===== src/rtl/core/itp_pkg.sv =====
// Shared types, character constants and helpers for the infix-to-postfix unit.
// No dependencies; used by itp_front, itp_back and the top level.
package itp_pkg;

	// Operator codes as kept on the operator stack
	localparam logic [1:0] OP_ADD = 2'd0;
	localparam logic [1:0] OP_SUB = 2'd1;
	localparam logic [1:0] OP_MUL = 2'd2;
	localparam logic [1:0] OP_DIV = 2'd3;

	// ASCII characters the unit recognizes or produces
	localparam logic [7:0] CH_PLUS  = 8'h2B;
	localparam logic [7:0] CH_MINUS = 8'h2D;
	localparam logic [7:0] CH_STAR  = 8'h2A;
	localparam logic [7:0] CH_SLASH = 8'h2F;
	localparam logic [7:0] CH_ZERO  = 8'h30;
	localparam logic [7:0] CH_NINE  = 8'h39;
	localparam logic [7:0] CH_SPACE = 8'h20;
	localparam logic [7:0] CH_NUL   = 8'h00;

	// Classified input character, as queued between front and back
	typedef struct packed {
		logic       is_digit;
		logic       is_op;
		logic [1:0] code;
		logic [7:0] ch;
		logic       last;
	} cmd_t;

	// One output character with its flags
	typedef struct packed {
		logic [7:0] ch;
		logic       eoe;
		logic       lor;
	} res_t;

	// Map an operator code back to its character
	function automatic logic [7:0] op_char(input logic [1:0] code);
		logic [7:0] c;
		case (code)
			OP_ADD:  c = CH_PLUS;
			OP_SUB:  c = CH_MINUS;
			OP_MUL:  c = CH_STAR;
			OP_DIV:  c = CH_SLASH;
			default: c = CH_PLUS;
		endcase
		return c;
	endfunction

	// True when priority of operator a is at most that of operator b
	function automatic logic prio_le(input logic [1:0] a, input logic [1:0] b);
		return !a[1] || b[1];
	endfunction

endpackage


===== src/rtl/core/infix_to_postfix_converter_unit.sv =====
// Channel   | Direction | Handshake     | Payload
// input     | in        | push / full   | in_char[7:0], last
// result    | out       | pop / empty   | out_char[7:0], end_of_expression, last_of_run
//
// The back-end sequencer emits one character a cycle while a command waits and the
// output queue has room, and sets the rate: a character takes one step per output
// character, one more for an operator push, and one more when its first step emits
// nothing (an ignored character, or an operator or last character that closes no
// number). A two-entry command queue separates front and back; a two-entry output
// queue lets the back end keep working while a result waits. Reset (arst_n) empties
// both queues, the operator stack and the open-number flag.
// Top level of the infix-to-postfix unit; uses itp_pkg, itp_front and itp_back.
module infix_to_postfix_converter_unit (
	input  logic       clk,
	input  logic       arst_n,
	input  logic [7:0] in_char,
	input  logic       last,
	input  logic       push,
	output logic       full,
	output logic [7:0] out_char,
	output logic       end_of_expression,
	output logic       last_of_run,
	output logic       empty,
	input  logic       pop
);

	logic          cmd_valid;
	logic          cmd_pop;
	itp_pkg::cmd_t cmd;
	itp_pkg::res_t res;

	// Accept and classify characters
	itp_front u_front (
		.clk       (clk),
		.arst_n    (arst_n),
		.in_char   (in_char),
		.last      (last),
		.push      (push),
		.full      (full),
		.cmd_valid (cmd_valid),
		.cmd       (cmd),
		.cmd_pop   (cmd_pop)
	);

	// Run the conversion and queue output characters
	itp_back u_back (
		.clk       (clk),
		.arst_n    (arst_n),
		.cmd_valid (cmd_valid),
		.cmd       (cmd),
		.cmd_pop   (cmd_pop),
		.empty     (empty),
		.res       (res),
		.pop       (pop)
	);

	assign out_char          = res.ch;
	assign end_of_expression = res.eoe;
	assign last_of_run       = res.lor;

endmodule


===== src/rtl/core/itp_front.sv =====
// Front end: accepts input characters, classifies them and queues commands.
// Depends on itp_pkg for cmd_t and the character constants.
module itp_front (
	input  logic               clk,
	input  logic               arst_n,
	input  logic [7:0]         in_char,
	input  logic               last,
	input  logic               push,
	output logic               full,
	output logic               cmd_valid,
	output itp_pkg::cmd_t      cmd,
	input  logic               cmd_pop
);

	itp_pkg::cmd_t cls;
	itp_pkg::cmd_t q_q [2];
	logic          wp_q;
	logic          rp_q;
	logic [1:0]    cnt_q;
	logic          wr_en;
	logic          rd_en;

	// Classify the incoming character
	always_comb begin
		cls.is_digit = (in_char >= itp_pkg::CH_ZERO) && (in_char <= itp_pkg::CH_NINE);
		cls.is_op    = 1'b1;
		cls.code     = itp_pkg::OP_ADD;
		cls.ch       = in_char;
		cls.last     = last;
		case (in_char)
			itp_pkg::CH_PLUS:  cls.code = itp_pkg::OP_ADD;
			itp_pkg::CH_MINUS: cls.code = itp_pkg::OP_SUB;
			itp_pkg::CH_STAR:  cls.code = itp_pkg::OP_MUL;
			itp_pkg::CH_SLASH: cls.code = itp_pkg::OP_DIV;
			default:           cls.is_op = 1'b0;
		endcase
	end

	assign full      = (cnt_q == 2'd2);
	assign cmd_valid = (cnt_q != 2'd0);
	assign cmd       = q_q[rp_q];
	assign wr_en     = push && !full;
	assign rd_en     = cmd_pop && cmd_valid;

	// Store commands
	always_ff @(posedge clk) begin
		if (wr_en) begin
			q_q[wp_q] <= cls;
		end
	end

	// Advance pointers and fill level
	always_ff @(posedge clk or negedge arst_n) begin
		if (!arst_n) begin
			wp_q  <= 1'b0;
			rp_q  <= 1'b0;
			cnt_q <= 2'd0;
		end else begin
			if (wr_en) begin
				wp_q <= !wp_q;
			end
			if (rd_en) begin
				rp_q <= !rp_q;
			end
			cnt_q <= cnt_q + {1'b0, wr_en} - {1'b0, rd_en};
		end
	end

endmodule


===== src/rtl/core/itp_back.sv =====
// Back end: runs the shunting-yard sequence for each command and queues characters.
// Depends on itp_pkg for cmd_t, res_t, constants and helpers.
module itp_back (
	input  logic               clk,
	input  logic               arst_n,
	input  logic               cmd_valid,
	input  itp_pkg::cmd_t      cmd,
	output logic               cmd_pop,
	output logic               empty,
	output itp_pkg::res_t      res,
	input  logic               pop
);

	localparam logic [2:0] PH_MAIN  = 3'd0;
	localparam logic [2:0] PH_OPS   = 3'd1;
	localparam logic [2:0] PH_SP    = 3'd2;
	localparam logic [2:0] PH_FLUSH = 3'd3;
	localparam logic [2:0] PH_FSP   = 3'd4;

	logic [2:0]    phase_q;
	logic          innum_q;
	logic [1:0]    stk_cnt_q;
	logic [1:0]    stk_q [2];
	logic [1:0]    top;
	logic          popc;
	logic          popc_next;

	logic          go;
	logic          emit;
	logic          done;
	logic          push_en;
	logic          dec_en;
	itp_pkg::res_t er;
	logic [2:0]    nxt_phase;
	logic          nxt_innum;

	itp_pkg::res_t o_q [2];
	logic          owp_q;
	logic          orp_q;
	logic [1:0]    ocnt_q;
	logic          ofull;
	logic          o_wr;
	logic          o_rd;

	assign top       = stk_q[stk_cnt_q[1]];
	assign popc      = (stk_cnt_q != 2'd0) && itp_pkg::prio_le(cmd.code, top);
	assign popc_next = (stk_cnt_q == 2'd2) && itp_pkg::prio_le(cmd.code, stk_q[0]);
	assign ofull     = (ocnt_q == 2'd2);
	assign go        = cmd_valid && !ofull;

	// Pick this cycle's action
	always_comb begin
		emit      = 1'b0;
		done      = 1'b0;
		push_en   = 1'b0;
		dec_en    = 1'b0;
		er.ch     = itp_pkg::CH_SPACE;
		er.eoe    = 1'b0;
		er.lor    = 1'b0;
		nxt_phase = phase_q;
		nxt_innum = innum_q;
		case (phase_q)
			PH_MAIN: begin
				if (cmd.is_digit) begin
					emit      = 1'b1;
					er.ch     = cmd.ch;
					er.lor    = !cmd.last;
					nxt_innum = 1'b1;
					nxt_phase = PH_FLUSH;
					done      = !cmd.last;
				end else if (innum_q) begin
					emit      = 1'b1;
					er.lor    = !cmd.last && !(cmd.is_op && popc);
					nxt_innum = 1'b0;
					nxt_phase = cmd.is_op ? PH_OPS : PH_FLUSH;
					done      = !cmd.is_op && !cmd.last;
				end else if (cmd.is_op) begin
					nxt_phase = PH_OPS;
				end else begin
					nxt_phase = PH_FLUSH;
					done      = !cmd.last;
				end
			end
			PH_OPS: begin
				if (popc) begin
					emit      = 1'b1;
					er.ch     = itp_pkg::op_char(top);
					nxt_phase = PH_SP;
				end else begin
					push_en   = 1'b1;
					nxt_phase = PH_FLUSH;
					done      = !cmd.last;
				end
			end
			PH_SP: begin
				emit      = 1'b1;
				dec_en    = 1'b1;
				er.lor    = !cmd.last && !popc_next;
				nxt_phase = PH_OPS;
			end
			PH_FLUSH: begin
				emit = 1'b1;
				if (innum_q) begin
					nxt_innum = 1'b0;
				end else if (stk_cnt_q != 2'd0) begin
					er.ch     = itp_pkg::op_char(top);
					nxt_phase = PH_FSP;
				end else begin
					er.ch  = itp_pkg::CH_NUL;
					er.eoe = 1'b1;
					er.lor = 1'b1;
					done   = 1'b1;
				end
			end
			PH_FSP: begin
				emit      = 1'b1;
				dec_en    = 1'b1;
				nxt_phase = PH_FLUSH;
			end
			default: begin
				nxt_phase = PH_MAIN;
			end
		endcase
		if (done) begin
			nxt_phase = PH_MAIN;
		end
	end

	assign cmd_pop = go && done;

	// Hold sequencer state and the operator count
	always_ff @(posedge clk or negedge arst_n) begin
		if (!arst_n) begin
			phase_q   <= PH_MAIN;
			innum_q   <= 1'b0;
			stk_cnt_q <= 2'd0;
		end else if (go) begin
			phase_q <= nxt_phase;
			innum_q <= nxt_innum;
			if (dec_en) begin
				stk_cnt_q <= stk_cnt_q - 2'd1;
			end else if (push_en && (stk_cnt_q != 2'd2)) begin
				stk_cnt_q <= stk_cnt_q + 2'd1;
			end
		end
	end

	// Write pushed operators; a full stack overwrites its top
	always_ff @(posedge clk) begin
		if (go && push_en) begin
			if (stk_cnt_q == 2'd2) begin
				stk_q[1] <= cmd.code;
			end else begin
				stk_q[stk_cnt_q[0]] <= cmd.code;
			end
		end
	end

	assign o_wr  = go && emit;
	assign o_rd  = pop && !empty;
	assign empty = (ocnt_q == 2'd0);
	assign res   = o_q[orp_q];

	// Store output characters
	always_ff @(posedge clk) begin
		if (o_wr) begin
			o_q[owp_q] <= er;
		end
	end

	// Advance output queue pointers
	always_ff @(posedge clk or negedge arst_n) begin
		if (!arst_n) begin
			owp_q  <= 1'b0;
			orp_q  <= 1'b0;
			ocnt_q <= 2'd0;
		end else begin
			if (o_wr) begin
				owp_q <= !owp_q;
			end
			if (o_rd) begin
				orp_q <= !orp_q;
			end
			ocnt_q <= ocnt_q + {1'b0, o_wr} - {1'b0, o_rd};
		end
	end

`ifndef SYNTHESIS
	// The operator stack never holds more than two entries
	a_stk_bound: assert property (@(posedge clk) disable iff (!arst_n)
		stk_cnt_q != 2'd3) else $error("operator stack overflow");

	// A terminator leaves the operator count, open-number flag and phase as after reset
	a_term_clear: assert property (@(posedge clk) disable iff (!arst_n)
		(o_wr && er.eoe) |=> (stk_cnt_q == 2'd0) && !innum_q && (phase_q == PH_MAIN))
		else $error("state not cleared after terminator");

	// A terminator always closes its transaction's run
	a_term_lor: assert property (@(posedge clk) disable iff (!arst_n)
		(o_wr && er.eoe) |-> (er.lor && cmd_pop))
		else $error("terminator not final in run");

	// A command retires only once it is present, and never from PH_SP or PH_FSP
	a_pop_valid: assert property (@(posedge clk) disable iff (!arst_n)
		cmd_pop |-> (cmd_valid && (phase_q != PH_SP) && (phase_q != PH_FSP)))
		else $error("command retired from bad phase");
`endif

endmodule

===== config.mk =====
export PLATFORM = sky130hd
export DESIGN_NAME = infix_to_postfix_converter_unit
export DESIGN_NICKNAME = d
export VERILOG_FILES = /design/src/rtl/core/itp_pkg.sv /design/src/rtl/core/infix_to_postfix_converter_unit.sv /design/src/rtl/core/itp_front.sv /design/src/rtl/core/itp_back.sv
export SDC_FILE = /design/constraint.sdc
export NUM_CORES = 1
export LEC_CHECK = 0
export BUFFER_PORTS_ARGS = -buffer_cell sky130_fd_sc_hd__buf_2
export CORE_MARGIN = 2
export CORE_UTILIZATION = 59
export CTS_CLUSTER_SIZE = 40
export DETAILED_ROUTE_END_ITERATION = 10
export GPL_TIMING_DRIVEN = 1
export PLACE_DENSITY_LB_ADDON = 0.08
export RECOVER_POWER = 25
export SYNTH_ARGS = -nofsm -noshare
export SYNTH_HDL_FRONTEND = slang
export SYNTH_SLANG_ARGS = --single-unit

===== constraint.sdc =====
create_clock -name clk -period 2.35 [get_ports clk]
set_input_delay 0.3525 -clock clk [delete_from_list [all_inputs] [get_ports clk]]
set_output_delay 0.3525 -clock clk [all_outputs]
set_load 0.1 [all_outputs]

; After elaboration in Yosys (flattened, before gate mapping)
; Memories as Yosys holds them, arrays and structs flattened.
; Cells that the tools add are included.
[word_totals]
output_inout_bits = 12
ff_bits = 14
input_bits = 13
wordCells = 131
memories = 3
ram_bits = 50
[mem_list]
columns = memory, words, word_bits, read_ports, rd_ports_with_merged_regs, wr, line
row1 = u_front.q_q, 2, 13, 1, 0, 1, itp_front.sv:16  ; itp_pkg::cmd_t q_q [2];
row2 = u_back.o_q, 2, 10, 1, 0, 1, itp_back.sv:37  ; itp_pkg::res_t o_q [2];
row3 = u_back.stk_q, 2, 2, 2, 0, 1, itp_back.sv:23  ; logic [1:0] stk_q [2];
[op_classes]
n_mux = 51
order_cmp = 2
add_sub_neg = 6
n_eq_ne = 17
reduce_logical = 43
[ops]
columns = cell, count
row1 = "8-bit by 6-bit equality test with 1-bit output, second input constant", 4
row2 = 8-bit one-hot mux with 4 select lines, 1
row3 = 1-bit two-way mux, 30
row4 = 8-bit two-way mux, 3
row5 = 8-bit one-hot mux with 3 select lines, 1
row6 = 1-bit logical AND, 15
row7 = 3-bit one-hot mux with 5 select lines, 1
row8 = 1-bit logical NOT, 12
row9 = 3-bit two-way mux, 4
row10 = "2-bit equality test, second input constant", 5
row11 = 10-bit two-way mux, 1
row12 = 2-bit two-way mux, 5
row13 = 1-bit one-hot mux with 3 select lines, 3
row14 = "8-bit by 6-bit >= comparator with 1-bit output, second input constant", 1
row15 = "8-bit by 6-bit <= comparator with 1-bit output, second input constant", 1
row16 = 2-bit nonzero test, 4
row17 = "3-bit by 2-bit equality test with 1-bit output, second input constant", 2
row18 = 2-bit one-hot mux with 3 select lines, 1
row19 = 2-bit by 1-bit adder with 2-bit output, 2
row20 = 2-bit logical NOT, 2
row21 = 2-bit AND reduction, 2
row22 = 2-bit OR reduction, 2
row23 = 4-bit OR reduction, 1
row24 = 2-bit by 1-bit subtractor with 2-bit output, 2
row25 = other kinds (13), 14

; Longest topological paths before layout
; An unclocked memory read counts as a cell.
[depth]
ltp_word = 11
mapped_depth = 10

; By module
; A second synthesis with hierarchy kept.
[unflattened]
cells_unflattened = 207
hier_area_um2 = 2901.5
[modules_own_cells]
columns = mod, instances, area_per_inst_um2, cells_each
row1 = itp_back, 1, 1662.8, 138
row2 = itp_front, 1, 1238.7, 69

; Least setup slack after synthesis
; No wires, ideal clock.
[synth_timing]
path_type = register to register
start = register u_back.ocnt_q[1]
end = register u_back.ocnt_q[1]
synth_period_minus_slack_ns = 2.807
setup_ns = 0.123
stages_incl_launch_ff = 8
setup_slack_ns = -0.457
t_arrival_ns = 2.685
cell_sequence = dfrtp_1 > nor2_1 > nor2b_1 > ha_1 > inv_1 > ha_1 > xnor2_1 > xnor2_1
[synth_via]
elab_cells_between_ends = 9
[synth_rtl]
columns = element, line
row1 = from (decl), itp_back.sv:40  ; logic [1:0] ocnt_q;
row2 = from (signal assigned), itp_back.sv:184  ; ocnt_q <= ocnt_q + {1'b0, o_wr} - {1'b0, o_rd};
row3 = 2-bit logical NOT, itp_back.sv:161  ; assign empty = (ocnt_q == 2'd0);
row4 = via empty, infix_to_postfix_converter_unit.sv:23  ; output logic empty,
row5 = 1-bit logical NOT, itp_back.sv:160  ; assign o_rd = pop && !empty;
row6 = 1-bit logical AND, itp_back.sv:160
row7 = via u_back.o_rd, itp_back.sv:43  ; logic o_rd;
row8 = 2-bit by 1-bit subtractor with 2-bit output, itp_back.sv:184
; The timed path passes the listed nets, and every way through them passes these cells.
; A chain may end at the register's enable or synchronous reset.

==> flow_summary.yaml <==
floorplanning:
  fp.dieH_um: 75.94
  die_w_um: 75.94
  die-area_mm2: 0.005766
  start_util_pct: 60.55
  core.rowCount: 26
  io_pins: 25
  coreArea_mm2: 0.005042
sta:
  maxSlewHeadroom_pct: 48.15
  slew_viol_final: 0
  fin_crit_ns: 2.211
  setup_tns_ns: 0
  grt_setup_unrepaired: "false"
  tightest_slew_ns: 0.7777
  fin_skew_ns: 0.009622
  max_freq_mhz: 452.3
  hold_violations: 0
  period_share_pct: 94.08
  setup_violations: 0
synthesis:
  synthFlopType: "edfxtp_1"
  synth_most_common_cell: "edfxtp_1"
  ys_warn_count: 0
  syn-mean-instance-area_um2: 13.33
  synth_top_area_cell: "edfxtp_1"
  synth_edf_count: 50
  ys_seq_area_share_pct: 60.66
  synthTopCellsByArea: "edfxtp_1, dfrtp_1, mux2_2"
  netlist_area_mm2: 0.003053
  synth_commonest_cells: "edfxtp_1, nor2_1, dfrtp_1"
  postSynthNetCount: 246
  ys_ff_latch: 64
  synthCells: 229
  synth_top_cell_area_share_pct: 49.18
  synth_cell_type_count: 59
  async_flop_share_pct: 21.88
finish:
  regArea_mm2: 0.001853
  layout-drive-gt1-share_pct: 24.72
  antenna_cells: 0
  multiInputGateArea_mm2: 0.001102
  n_fill_cell: 377
  nNetsFinal: 283
  area_growth_pct: 13.40
placement:
  gp_congestion: 0.8683
  dp_hpwl_um: 3804
  io_buffers: 24
global_routing:
  grt_start_max_net_pins: 15
  grt_usage_pct: 19.64
  grt_pass1_wl_um: 8769
  antenna_found_initial: 0
  grt_pass1_vias: 1865
  grt-ovfl-total: 0
worst_setup_path:
  crit_path_end_kind: "flop"
  cp_slowest_cell: "dfrtp_2"
  critPathRequiredTime_ns: 2.60
  crit_chain: "mux2_4 > a21oi_2 > nor3_1 > o21a_1 > ha_1 > inv_1 > ha_1 > xnor2_1 > xnor2_1"
  crit_arrival_ns: 2.46
  critPathMaxStageDelay_ns: 0.49
  crit_fanout: 7
  cp-start-kind: "flop"
  worstSetupPathType: "reg2reg"
cts:
  clk_pin_slew_ns: 0.07
  cts_max_level: 3
  clk_path_buf_depth: 2
  clkSinkCount: 64
  postCtsSetupBuffers: 0
  cts_tree: "built"
  root_buffer: "clkbuf_8"
  clk_latency_ns: 0.33
  cts_made_buffers: 9
drt:
  drcViolationCount: 0
  viasPerCell: 5.657
  num_vias: 1929
  drtAntennaViolNets: 0
  wirelength_um: 5266
  drt_iter0_markers: 107
  wire_per_inst_um: 15.44
  drtPass1Iterations: 4
flow_run:
  drv_cap: 0
hold_path:
  hp-class: "in2reg"
outcome:
  outcome: "finished, final reports clean"
==> area by class of cell <==
| class | instances | share of cell area [%] |
|---|---|---|
| Clock inverter | 7 | 1.409 |
| Multi-Input combinational cell | 144 | 31.84 |
| Timing Repair Buffer | 37 | 6.035 |
| Tap cell | 70 | 2.530 |
| Inverter | 10 | 1.084 |
| Sequential cell | 64 | 53.52 |
| Clock buffer | 9 | 3.578 |
==> worst max-delay path, delay by kind of cell, from the launching register on <==
family,cells,cell delay [ns]
mux,1,0.36
simple gates,1,0.10
fa+ha+maj,2,0.44
xor+xnor,2,0.30
compound gates,2,0.39
flops,1,0.49
buf+inv,1,0.04
==> worst paths after layout <==
check | slack, ns | endpoint | from | cells after the start
max | 0.14 | u_front.cnt_q[1]$_DFF_PN0_ | u_front.rp_q$_DFFE_PN0P_ | 9
min reg2reg | 0.49 | u_back.owp_q$_DFFE_PN0N_ | u_back.owp_q$_DFFE_PN0N_ | 1
max in group asynchronous | 1.21 | u_front.rp_q$_DFFE_PN0P_ | arst_n | 2
max reg2reg | 0.14 | u_front.cnt_q[1]$_DFF_PN0_ | u_front.rp_q$_DFFE_PN0P_ | 9
min | 0.21 | u_front.q_q[0][0]$_DFFE_PP_ | last | 1
min in group asynchronous | 0.61 | u_front.cnt_q[0]$_DFF_PN0_ | arst_n | 2
==> cell families after synthesis <==
| family | synth area share, % |
|---|---|
| multiplexers | 9.180 |
| AND/OR/NAND/NOR | 11.31 |
| flip-flops | 60.66 |
| adder cells (fa/ha/maj) | 1.639 |
| XOR/XNOR | 2.869 |
| buffers and inverters | 3.319 |
| AO/OA/AOI/OAI | 11.03 |
==> flip-flops by register name, summed over array words and instances (netlist names) <==
name and cells:
u_front.wp_q 1, u_back.ocnt_q 2, u_front.cnt_q 2, u_back.o_q 20, u_back.stk_q 4, u_front.rp_q 1
u_back.stk_cnt_q 2, u_back.orp_q 1, u_front.q_q 26, u_back.phase_q 3, u_back.owp_q 1, u_back.innum_q 1
==> placed cells by master (no fill, tap or decap), types with 3 or more instances in the layout <==
| cell type | n |
|---|---|
| clkbuf_1 | 9 |
| mux2i_1 | 9 |
| xnor2_1 | 8 |
| o22ai_1 | 4 |
| and3_1 | 4 |
| clkinvlp_4 | 3 |
| clkbuf_8 | 9 |
| buf_4 | 12 |
| o21ai_0 | 5 |
| nor2_1 | 19 |
| buf_2 | 15 |
| nand2_1 | 12 |
| nor3b_1 | 3 |
| dfrtp_1 | 13 |
| nor2b_1 | 6 |
| edfxtp_1 | 50 |
| o32ai_1 | 3 |
| ha_1 | 4 |
| inv_1 | 9 |
| mux2_2 | 11 |
| or2_1 | 3 |
| nor3_1 | 4 |
==> metal layers <==
metal  GRT usage (%)  vias up  share of wire [%]
met2           30.80       48                 48
met5               0        -                  0
li1                -      941                  -
met3           3.929       10                4.6
met1           26.44      930                 45
met4           9.818        0                1.8
==> timing repair <==
item / 4_1_cts / 5_1_grt
gates resized for setup: 0 / 1
hold endpoints to repair: 14 / 0
hold buffers: 1 / 0
setup endpoints to repair: 0 / 2
==> per-stage QoR <==
stage / worst slack [ns] / std cells / hold slack [ns] / cell area (µm²) / utilization, %
final: 0.1390 / 341 / 0.2084 / 3462 / 68.66
after global routing: 0.006354 / 341 / 0.2056 / 3462 / 68.66
after CTS: 0.02764 / 341 / 0.1916 / 3472 / 68.86
after detailed placement: 0.05045 / 324 / 0.2707 / 3289 / 65.24
after global placement: 0.1265 / 324 / 0.2696 / 3289 / 65.24
after floorplan: 0.06204 / 229 / 0.05691 / 3055 / -
Power is left out: the tool's default activity adds up to more than one toggle a clock period on the data nets, which glitch-free logic cannot reach.
